--- src/rtl/core/mlpd_pkg.sv ---
// ----------------------------------------------------------------------------
// mlpd_pkg
// Shared types and constants for the magic/length packet deframer.
// ----------------------------------------------------------------------------
package mlpd_pkg;

   localparam int unsigned BUFFER_BYTES = 4096;
   localparam int unsigned HEADER_BYTES = 10;
   localparam int unsigned MAGIC_BYTES  = 4;

   localparam logic [31:0] PAYLOAD_CAP = 32'(BUFFER_BYTES - HEADER_BYTES);

   localparam int unsigned CSR_INDEX_W = 3;
   localparam int unsigned CSR_DATA_W  = 12;

   localparam logic [CSR_INDEX_W-1:0] CSR_MAGIC0      = 3'd0;
   localparam logic [CSR_INDEX_W-1:0] CSR_MAGIC1      = 3'd1;
   localparam logic [CSR_INDEX_W-1:0] CSR_MAGIC2      = 3'd2;
   localparam logic [CSR_INDEX_W-1:0] CSR_MAGIC3      = 3'd3;
   localparam logic [CSR_INDEX_W-1:0] CSR_MAX_PAYLOAD = 3'd4;
   localparam logic [CSR_INDEX_W-1:0] CSR_KEEP_LIMIT  = 3'd5;

   localparam logic [11:0] LIMIT_RESET = 12'd4086;

   // header byte positions; below POS_VERSION the position counts window bytes
   localparam logic [3:0] POS_HUNT_FULL = 4'(MAGIC_BYTES - 1);
   localparam logic [3:0] POS_VERSION   = 4'(MAGIC_BYTES);
   localparam logic [3:0] POS_TYPE      = 4'(MAGIC_BYTES + 1);
   localparam logic [3:0] POS_LEN_LAST  = 4'(HEADER_BYTES - 1);

   typedef enum logic [1:0] {
      KIND_DATA  = 2'd0,
      KIND_EMPTY = 2'd1,
      KIND_DROP  = 2'd2
   } kind_type;

   typedef struct packed {
      logic [7:0] rx_byte;
      logic       restart;
   } req_payload_type;

   typedef struct packed {
      kind_type    kind;
      logic [7:0]  msg_type;
      logic [7:0]  data;
      logic        kept;
      logic        last;
      logic [31:0] length;
   } rsp_payload_type;

   typedef struct packed {
      logic [3:0][7:0] magic;
      logic [11:0]     max_payload;
      logic [11:0]     keep_limit;
   } cfg_type;

endpackage

--- src/rtl/core/mlpd_csr.sv ---
// ----------------------------------------------------------------------------
// mlpd_csr
// Configuration registers: magic bytes, payload maximum and keep limit.
// ----------------------------------------------------------------------------
module mlpd_csr (
   input  logic                             clock,
   input  logic                             reset,
   input  logic                             csr_we,
   input  logic [mlpd_pkg::CSR_INDEX_W-1:0] csr_index,
   input  logic [mlpd_pkg::CSR_DATA_W-1:0]  csr_wdata,
   output mlpd_pkg::cfg_type                cfg
);
   import mlpd_pkg::*;

   cfg_type cfg_ff, cfg_in;

   always_comb begin
      cfg_in = cfg_ff;
      if (csr_we) begin
         unique case (csr_index)
            CSR_MAGIC0:      cfg_in.magic[0]    = csr_wdata[7:0];
            CSR_MAGIC1:      cfg_in.magic[1]    = csr_wdata[7:0];
            CSR_MAGIC2:      cfg_in.magic[2]    = csr_wdata[7:0];
            CSR_MAGIC3:      cfg_in.magic[3]    = csr_wdata[7:0];
            CSR_MAX_PAYLOAD: cfg_in.max_payload = csr_wdata;
            CSR_KEEP_LIMIT:  cfg_in.keep_limit  = csr_wdata;
            default:         cfg_in = cfg_ff;
         endcase
      end
   end

   always_ff @(posedge clock) begin
      if (reset) begin
         cfg_ff.magic       <= '0;
         cfg_ff.max_payload <= LIMIT_RESET;
         cfg_ff.keep_limit  <= LIMIT_RESET;
      end else begin
         cfg_ff <= cfg_in;
      end
   end

   assign cfg = cfg_ff;

endmodule

--- src/rtl/core/mlpd_parser.sv ---
// ----------------------------------------------------------------------------
// mlpd_parser
// Framing state: magic hunt, header capture and payload byte tagging.
// ----------------------------------------------------------------------------
module mlpd_parser (
   input  logic                      clock,
   input  logic                      reset,
   input  logic                      accept,
   input  mlpd_pkg::req_payload_type req,
   input  mlpd_pkg::cfg_type         cfg,
   output logic                      res_valid,
   output mlpd_pkg::rsp_payload_type res
);
   import mlpd_pkg::*;

   logic [23:0] window_ff, window_in;
   logic [3:0]  pos_ff, pos_in;
   logic [7:0]  type_ff, type_in;
   logic [31:0] len_ff, len_in;
   logic [11:0] idx_ff, idx_in;
   logic        payload_ff, payload_in;

   logic [23:0] cur_window;
   logic [3:0]  cur_pos;
   logic [7:0]  cur_type;
   logic [31:0] cur_len;
   logic [11:0] cur_idx;
   logic        cur_payload;
   logic [31:0] len_shift;
   logic        idx_last;
   logic        oversize;

   always_comb begin
      // restart clears framing before the byte is handled
      cur_window  = req.restart ? '0 : window_ff;
      cur_pos     = req.restart ? '0 : pos_ff;
      cur_type    = req.restart ? '0 : type_ff;
      cur_len     = req.restart ? '0 : len_ff;
      cur_idx     = req.restart ? '0 : idx_ff;
      cur_payload = req.restart ? 1'b0 : payload_ff;

      len_shift = {cur_len[23:0], req.rx_byte};
      idx_last  = ({20'd0, cur_idx} + 32'd1) == cur_len;
      oversize  = (len_shift > {20'd0, cfg.max_payload}) || (len_shift > PAYLOAD_CAP);

      window_in  = cur_window;
      pos_in     = cur_pos;
      type_in    = cur_type;
      len_in     = cur_len;
      idx_in     = cur_idx;
      payload_in = cur_payload;

      res_valid    = 1'b0;
      res.kind     = KIND_DATA;
      res.msg_type = cur_type;
      res.data     = '0;
      res.kept     = 1'b0;
      res.last     = 1'b1;
      res.length   = cur_len;

      priority if (cur_payload) begin
         res_valid = 1'b1;
         res.data  = req.rx_byte;
         res.kept  = cur_idx < cfg.keep_limit;
         res.last  = idx_last;
         idx_in    = cur_idx + 12'd1;
         if (idx_last) begin
            payload_in = 1'b0;
            idx_in     = '0;
            pos_in     = '0;
            window_in  = '0;
         end
      end else if (cur_pos < POS_VERSION) begin
         if (cur_pos == POS_HUNT_FULL &&
             cur_window == {cfg.magic[0], cfg.magic[1], cfg.magic[2]} &&
             req.rx_byte == cfg.magic[3]) begin
            pos_in    = POS_VERSION;
            window_in = '0;
         end else begin
            window_in = {cur_window[15:0], req.rx_byte};
            if (cur_pos < POS_HUNT_FULL) begin
               pos_in = cur_pos + 4'd1;
            end
         end
      end else if (cur_pos == POS_VERSION) begin
         pos_in = POS_TYPE;
      end else if (cur_pos == POS_TYPE) begin
         type_in = req.rx_byte;
         len_in  = '0;
         pos_in  = cur_pos + 4'd1;
      end else begin
         len_in = len_shift;
         if (cur_pos < POS_LEN_LAST) begin
            pos_in = cur_pos + 4'd1;
         end else begin
            pos_in     = '0;
            window_in  = '0;
            res.length = len_shift;
            priority if (oversize) begin
               res_valid = 1'b1;
               res.kind  = KIND_DROP;
            end else if (len_shift == '0) begin
               res_valid = 1'b1;
               res.kind  = KIND_EMPTY;
            end else begin
               payload_in = 1'b1;
               idx_in     = '0;
            end
         end
      end
   end

   always_ff @(posedge clock) begin
      if (reset) begin
         window_ff  <= '0;
         pos_ff     <= '0;
         type_ff    <= '0;
         len_ff     <= '0;
         idx_ff     <= '0;
         payload_ff <= 1'b0;
      end else if (accept) begin
         window_ff  <= window_in;
         pos_ff     <= pos_in;
         type_ff    <= type_in;
         len_ff     <= len_in;
         idx_ff     <= idx_in;
         payload_ff <= payload_in;
      end
   end

endmodule

--- src/rtl/core/mlpd_out_reg.sv ---
// ----------------------------------------------------------------------------
// mlpd_out_reg
// Result register; holds one result until its transfer completes.
// ----------------------------------------------------------------------------
module mlpd_out_reg (
   input  logic                      clock,
   input  logic                      reset,
   input  logic                      load,
   input  mlpd_pkg::rsp_payload_type load_data,
   output logic                      space,
   output logic                      rsp_valid,
   input  logic                      rsp_ready,
   output mlpd_pkg::rsp_payload_type rsp_payload
);
   import mlpd_pkg::*;

   logic            valid_ff, valid_in;
   rsp_payload_type data_ff, data_in;

   assign space = !valid_ff || rsp_ready;

   always_comb begin
      valid_in = valid_ff;
      data_in  = data_ff;
      if (load) begin
         valid_in = 1'b1;
         data_in  = load_data;
      end else if (rsp_ready) begin
         valid_in = 1'b0;
      end
   end

   always_ff @(posedge clock) begin
      if (reset) begin
         valid_ff <= 1'b0;
      end else begin
         valid_ff <= valid_in;
      end
   end

   always_ff @(posedge clock) begin
      data_ff <= data_in;
   end

   assign rsp_valid   = valid_ff;
   assign rsp_payload = data_ff;

endmodule

--- src/rtl/core/magic_length_packet_deframer.sv ---
// A result is registered and presented in the cycle after the byte that causes it.
// Throughput: one byte per cycle; the result register drains in the same
// cycle it reloads, so only a stalled rsp side holds off req.
// Reset (synchronous, active high) clears framing state and the result
// register and restores the default configuration.
// ----------------------------------------------------------------------------
// magic_length_packet_deframer
// Recovers magic-word, length-prefixed packets from a byte stream.
// ----------------------------------------------------------------------------
module magic_length_packet_deframer (
   input  logic                             clock,
   input  logic                             reset,
   input  logic                             req_valid,
   output logic                             req_ready,
   input  mlpd_pkg::req_payload_type        req_payload,
   output logic                             rsp_valid,
   input  logic                             rsp_ready,
   output mlpd_pkg::rsp_payload_type        rsp_payload,
   input  logic                             csr_we,
   input  logic [mlpd_pkg::CSR_INDEX_W-1:0] csr_index,
   input  logic [mlpd_pkg::CSR_DATA_W-1:0]  csr_wdata
);
   import mlpd_pkg::*;

   cfg_type         cfg;
   logic            accept;
   logic            res_valid;
   rsp_payload_type res;
   logic            space;

   mlpd_csr u_csr (
      .clock     (clock),
      .reset     (reset),
      .csr_we    (csr_we),
      .csr_index (csr_index),
      .csr_wdata (csr_wdata),
      .cfg       (cfg)
   );

   assign req_ready = space;
   assign accept    = req_valid && space;

   mlpd_parser u_parser (
      .clock     (clock),
      .reset     (reset),
      .accept    (accept),
      .req       (req_payload),
      .cfg       (cfg),
      .res_valid (res_valid),
      .res       (res)
   );

   mlpd_out_reg u_out (
      .clock       (clock),
      .reset       (reset),
      .load        (accept && res_valid),
      .load_data   (res),
      .space       (space),
      .rsp_valid   (rsp_valid),
      .rsp_ready   (rsp_ready),
      .rsp_payload (rsp_payload)
   );

   a_ready_when_empty: assert property (@(posedge clock) disable iff (reset)
      !rsp_valid |-> req_ready)
      else $error("req not ready with empty result register");

   a_trailer_shape: assert property (@(posedge clock) disable iff (reset)
      rsp_valid && rsp_payload.kind != KIND_DATA |->
         rsp_payload.last && rsp_payload.data == '0 && !rsp_payload.kept)
      else $error("empty or drop result with bad fields");

   a_empty_len: assert property (@(posedge clock) disable iff (reset)
      rsp_valid && rsp_payload.kind == KIND_EMPTY |-> rsp_payload.length == '0)
      else $error("empty packet with nonzero length");

   a_drop_len: assert property (@(posedge clock) disable iff (reset)
      rsp_valid && rsp_payload.kind == KIND_DROP |-> rsp_payload.length != '0)
      else $error("oversize drop with zero length");

endmodule

--- config.mk ---
export PLATFORM = sky130hd
export DESIGN_NAME = magic_length_packet_deframer
export DESIGN_NICKNAME = d
export VERILOG_FILES = /design/src/rtl/core/mlpd_pkg.sv /design/src/rtl/core/mlpd_csr.sv /design/src/rtl/core/mlpd_parser.sv /design/src/rtl/core/mlpd_out_reg.sv /design/src/rtl/core/magic_length_packet_deframer.sv
export SDC_FILE = /design/constraint.sdc
export NUM_CORES = 1
export LEC_CHECK = 0
export BUFFER_PORTS_ARGS = -buffer_cell sky130_fd_sc_hd__buf_2
export CORE_UTILIZATION = 45
export CTS_CLUSTER_DIAMETER = 150
export DETAILED_ROUTE_END_ITERATION = 6
export GPL_TIMING_DRIVEN = 0
export HOLD_SLACK_MARGIN = 0.08
export PLACE_DENSITY_LB_ADDON = 0.25
export SLEW_MARGIN = 30
export SYNTH_ARGS = -nofsm -noshare
export SYNTH_HDL_FRONTEND = slang
export SYNTH_SLANG_ARGS = --single-unit
--- constraint.sdc ---
create_clock -name clock -period 5.1 [get_ports clock]
set_input_delay 0.255 -clock clock [delete_from_list [all_inputs] [get_ports clock]]
set_output_delay 0.255 -clock clock [all_outputs]
set_load 0.05 [all_outputs]
## Word-level counts from Yosys, hierarchy flattened

Index checks and enable logic that the tools add are counted.

| storage, ports and cells | value |
|---|---|
| register bits | 190 |
| bits of input ports | 29 |
| output and inout bits | 54 |
| word-level logic and storage cells | 119 |

| operators by class | value |
|---|---|
| add/subtract/negate cells | 3 |
| $lt $le $gt $ge | 6 |
| equality and inequality tests | 11 |
| mux-type cells | 61 |
| reduce and logical (&&, ||, !) cells | 18 |

Operator list:

| cell | count |
|---|---|
| 32-bit two-way mux | 10 |
| 24-bit two-way mux | 8 |
| 12-bit two-way mux | 9 |
| 8-bit two-way mux | 5 |
| 4-bit two-way mux | 9 |
| 32-bit == test | 1 |
| 32-bit by 12-bit > comparator with 1-bit output | 1 |
| 32-bit by 12-bit > comparator with 1-bit output (second input constant) | 1 |
| 32-bit logical NOT | 1 |
| 24-bit == test | 1 |
| 1-bit two-way mux | 19 |
| 12-bit by 1-bit adder with 13-bit output (second input constant) | 1 |
| 12-bit by 1-bit adder with 12-bit output (second input constant) | 1 |
| 12-bit < comparator | 1 |
| 2-bit AND reduction | 6 |
| 4-bit by 3-bit == test with 1-bit output (second input constant) | 2 |
| 8-bit == test | 1 |
| 3-bit by 2-bit == test with 1-bit output (second input constant) | 2 |
| 3-bit == test (second input constant) | 2 |
| 6-bit OR reduction | 1 |
| 5-bit OR reduction | 1 |
| 4-bit by 1-bit adder with 4-bit output (second input constant) | 1 |
| 4-bit by 2-bit == test with 1-bit output (second input constant) | 1 |
| 1-bit logical AND | 4 |
| other kinds (9) | 10 |

## Depth between registers and ports, before layout

| depth | value |
|---|---|
| depth after elaboration | 11 |
| depth in mapped cells | 18 |
| gate-level depth less buffers | 11 |

## Cells and area by module

Synthesis repeated with hierarchy kept, for this count alone.

| second synthesis, totals | value |
|---|---|
| cells, all modules | 999 |
| area total of the unflattened synthesis | 9,391.5 um^2 |

By module, submodules not included:

| module | times used | cells an instance | area each (um^2) | sequential area each (um^2) |
|---|---|---|---|---|
| mlpd_parser | 1 | 733 | 5,545.3 | 1,621.6 |
| mlpd_csr | 1 | 208 | 2,225.9 | 1,121.1 |
| mlpd_out_reg | 1 | 56 | 1,607.8 | 1,581.5 |
| magic_length_packet_deframer | 1 | 2 | 12.5 | 0.0 |

## Least setup slack after synthesis

OpenSTA, ideal clock, no wires.

| path | value |
|---|---|
| kind | input port to flip-flop |
| start | input port req_payload[0] (netlist bit) |
| end | register u_out.data_ff, in the netlist u_out.rsp_payload[0] (enable) |
| library setup time | 0.462 ns |
| arrival | 4.720 ns |
| data required time | 4.638 ns |
| setup slack | -0.082 ns |
| stages | 13 |
| cells stage by stage | buf_2 -> buf_1 -> buf_1 -> clkbuf_1 -> nor2b_1 -> ha_1 -> nand2_1 -> nor4_1 -> mux2i_1 -> a21oi_1 -> nand2_1 -> a21oi_1 -> nor2_1 |

| on the way | value |
|---|---|
| word-level cells in the longest chain between the ends | 10 |
| elaborated cells on any way between the ends | 19 |

Ends and longest elaborated chain:

| element | line | RTL |
|---|---|---|
| start, declared | magic_length_packet_deframer.sv:15 | `input mlpd_pkg::req_payload_type req_payload,` |
| 32-bit two-way mux | mlpd_parser.sv:38 | `cur_len = req.restart ? '0 : len_ff;` |
| 32-bit by 12-bit > comparator with 1-bit output or 32-bit logical NOT (tied branches) | mlpd_parser.sv:44, mlpd_parser.sv:102 |  |
| 1-bit logical OR or 1-bit two-way mux (tied branches) | mlpd_parser.sv:44, mlpd_parser.sv:102 |  |
| 1-bit two-way mux | mlpd_parser.sv:99 | `priority if (oversize) begin` |
| 1-bit two-way mux | mlpd_parser.sv:93 | `if (cur_pos < POS_LEN_LAST) begin` |
| 1-bit two-way mux | mlpd_parser.sv:87 | `end else if (cur_pos == POS_TYPE) begin` |
| 1-bit two-way mux | mlpd_parser.sv:85 | `end else if (cur_pos == POS_VERSION) begin` |
| 1-bit two-way mux | mlpd_parser.sv:73 | `end else if (cur_pos < POS_VERSION) begin` |
| 1-bit two-way mux * | mlpd_parser.sv:61 | `priority if (cur_payload) begin` |
| 1-bit logical AND * | magic_length_packet_deframer.sv:56 | `.load (accept && res_valid),` |
| net u_out.load | mlpd_out_reg.sv:8 | `input logic load,` |
| end signal, assigned | mlpd_out_reg.sv:42 | `data_ff <= data_in;` |
| end, declared | mlpd_out_reg.sv:18 | `rsp_payload_type data_ff, data_in;` |

The timed path passes the listed nets; every way through them passes the cells marked *.
A chain may end at the register's enable or synchronous reset.

## Worst setup path in the final report

| path | value |
|---|---|
| start | input port req_payload[0] (netlist bit) |
| end | register u_out.data_ff, in the netlist u_out.rsp_payload[51] (enable) |

Same word-level chain as after synthesis.

==> summary.md <==
| Metric | Value |
|---|---|
| Core Box Area | `~0.020 mm2` |
| Synth Warn # | `0` |
| Initial antenna violation count | `1` |
| Final setup vio count | `0` |
| Final slew viol count | `0` |
| Placed Cells | `around 1.4k` |
| Root buffer cell | `clkbuf_16` |
| Fmax | `~220 MHz` |
| HPWL Detailed | `19.72 mm` |
| Postcts setup bufs | `0` |
| Seq/Total Area, Yosys | `0.4622` |
| Num Clock Sinks | `190` |
| Peak VDD IR | `between 200 and 300 uV` |
| DRC | `0` |
| Setup TNS | `0 ps` |
| Synthesized area per cell | `~8.8 um2` |
| Vias per inst | `between 5 and 6` |
| Largest net degree at the start of global routing | `22` |
| Wire length per cell | `approximately 19 um` |
| Fillers | `1,957` |
| Crit Path Max Fanout | `21` |
| Power Dens Cells | `approximately 290 mW/mm2` |
| Max clock buf depth | `2` |
| Final nets | `roughly 1.2k` |
| DRT Pass-1 Iters | `5` |
| Outcome | `finished, final reports clean` |
| Die area | `about 0.021 mm2` |
| Min Tclk post-route | `4614 ps` |
| Post-Synthesis Cells | `~1.1k` |
| Count of state elements after synthesis | `190` |
| 1st-iter DRT viols | `907` |
| Area of the mapped netlist | `~0.0094 mm2` |
| # H-tree levels | `4` |
| Final Hold Fails | `0` |
| Vias in the first global route | `7,779` |
| Worst min path class | `primary input to flop` |
| Clock buffer count from CTS | `17` |
| P_leak | `around 0.0041 uW` |
| Synth Net Count | `between 1k and 1.5k` |
| Routed vias | `8,532` |
| Die Ht | `approximately 150 um` |
| Slew Limit Headroom | `0.3702` |
| Most frequent cells in the layout | `nand2_1 (173), dfxtp_1 (138), nor2_1 (95)` |
| Clock skew | `around 11 ps` |
| RePlAce Congestion | `between 0.9 and 1` |
| GRT Overall Usage | `0.2641` |
| Most common cell after layout, fill and taps aside | `nand2_1` |
| Kind of critical path | `primary input to flop` |
| Top FF cell, synth | `dfxtp_1` |
| Post-route clock period utilization | `0.9047` |
| Post-DRT Antenna Nets | `0` |
| Port Buffer Count | `81` |
| WL final | `~28 mm` |
| Layout cells sized above 1 | `0.1297` |
| Async SR Flop Fraction | `0` |
| Std cell rows | `52` |
| CP Launch Type | `primary input` |
| Top cells by area, synth | `dfxtp_1 (30%), edfxtp_1 (17%), nand2_1 (6.9%)` |
| Element type at the critical path end | `flop` |
| Layout area overhead | `15.75%` |
| RSZ-0062 raised after global routing | `no` |
| MaxCap Viol Count | `0` |
| Ant. Diodes | `0` |
| Die width | `146.2 um` |
| First-pass GRT wire length | `roughly 44 mm` |
| Worst-margin pin slew | `941.3 ps` |
| CTS tree | `done` |
| Initial core utilization | `0.4609` |
| Clock Latency Late Sink | `~450 ps` |
| Post-synth EDFFs | `52` |
| Post-synth top area share | `0.2953` |
| Clock-pin slew on the worst setup and hold paths | `80 ps` |
| Post-synth cell types | `65` |
| Post-Layout Cell Count | `1,457` |
| WP data arrival | `about 4800 ps` |
| CP Data Required Time | `5310 ps` |
| Yosys top cell by area | `dfxtp_1` |
| Grt ovf | `0` |
| IO Count | `between 80 and 90` |
-- state kept, by name, summed over array words and instances (netlist names), 4 cells and up --
signal and cells:
u_csr.cfg 56, u_out.rsp_payload 52, u_parser.idx_ff 12, u_parser.len_ff 32
u_parser.pos_ff 4, u_parser.type_ff 8, u_parser.window_ff 24
-- cell usage after synthesis, drive strengths merged, types with 6 or more instances --
| cell type | number |
|---|---|
| and2 | 11 |
| xnor2 | 26 |
| and4 | 6 |
| or2 | 7 |
| nor4 | 20 |
| nand3 | 18 |
| nor2b | 25 |
| o32ai | 9 |
| mux2i | 9 |
| a21oi | 84 |
| nand2b | 11 |
| a211oi | 6 |
| nor2 | 96 |
| a31oi | 9 |
| nand3b | 6 |
| xor2 | 13 |
| nand4 | 11 |
| nor3 | 25 |
| dfxtp | 138 |
| o21ai | 35 |
| o211ai | 20 |
| buf | 15 |
| ha | 26 |
| a22oi | 41 |
| edfxtp | 52 |
| a22o | 20 |
| nand2 | 174 |
| clkbuf | 57 |
| inv | 35 |
-- area by class of cell --
class | instances | area [um2] | area share
Inverter | 35 | 131.4 | 0.01213
Clock inverter | 15 | 171.4 | 0.01583
Tap cell | 270 | 337.8 | 0.03119
Multi-Input combinational cell | 771 | 4647 | 0.4291
Clock buffer | 17 | 425.4 | 0.03928
Buffer | 71 | 287.8 | 0.02657
Timing Repair Buffer | 88 | 505.5 | 0.04667
Sequential cell | 190 | 4324 | 0.3993
-- worst max-delay path, stage by stage --
cell	delay, ps
buf_2	160
buf_2	400
clkbuf_2	350
clkbuf_1	490
nor2b_1	190
ha_1	350
nor2b_1	140
a2111oi_1	800
nand3_1	400
a21oi_2	430
nand2_1	130
a21oi_1	260
nor2_4	190
buf_16	240
-- path summary, 6_finish.rpt --
kind / from / to / slack, ps / cells past startpoint
setup reg to reg: u_parser.len_ff[3] / u_out.rsp_payload[51] / 870 / 11
hold / removal: csr_wdata[0] / u_csr.cfg[12] / 120 / 3
hold reg to reg: u_csr.cfg[3] / u_csr.cfg[3] / 460 / 2
setup / recovery: req_payload[0] / u_out.rsp_payload[51] / 490 / 14
-- cell families (layout without fill, tap and decap cells) --
logic type                 Yosys count  in the layout  synth area share
adders and majority gates           26             26           0.03477
and+or+nand+nor                    432            432            0.2202
xor gates and xnor gates            39             39           0.03651
buffers and inverters              107            226           0.04493
AOI/OAI and AO/OA                  262            262            0.1882
muxes                               12             12           0.01324
DFF                                190            190            0.4622
-- metal layers --
| layer | GRT usage | wire [um] |
|---|---|---|
| met3 | 0.05156 | 2247 |
| met5 | 0 | 13 |
| met4 | 0.1021 | 615 |
| met2 | 0.4131 | 12520 |
| met1 | 0.3598 | 12280 |
-- through the flow --
step	worst slack (ps)	util	hold slack (ps)	total power (uW)	cell area [um2]
global route	374.2	0.5335	118.2	3224	10830
global placement	-1167	0.4977	444.4	1793	10100
detailed placement	-514.7	0.5015	451.1	1796	10180
CTS	64.15	0.5330	105.3	3143	10820
finish	486.1	0.5335	116.8	3134	10830
floorplan	779.4	-	379.2	1717	9359
-- timing repair --
action                                  CTS  global route
endpoints found under the hold margin     8             0
endpoints found under the setup margin   12            77
hold buffers                              4             0
resized for setup                         1             2
-- power breakdown --
part	switching, uW	internal, uW
clock	665	700
sequential	17.3	1560
combinational	133	61.9
No activity file was read; power rests on OpenSTA's default activity.
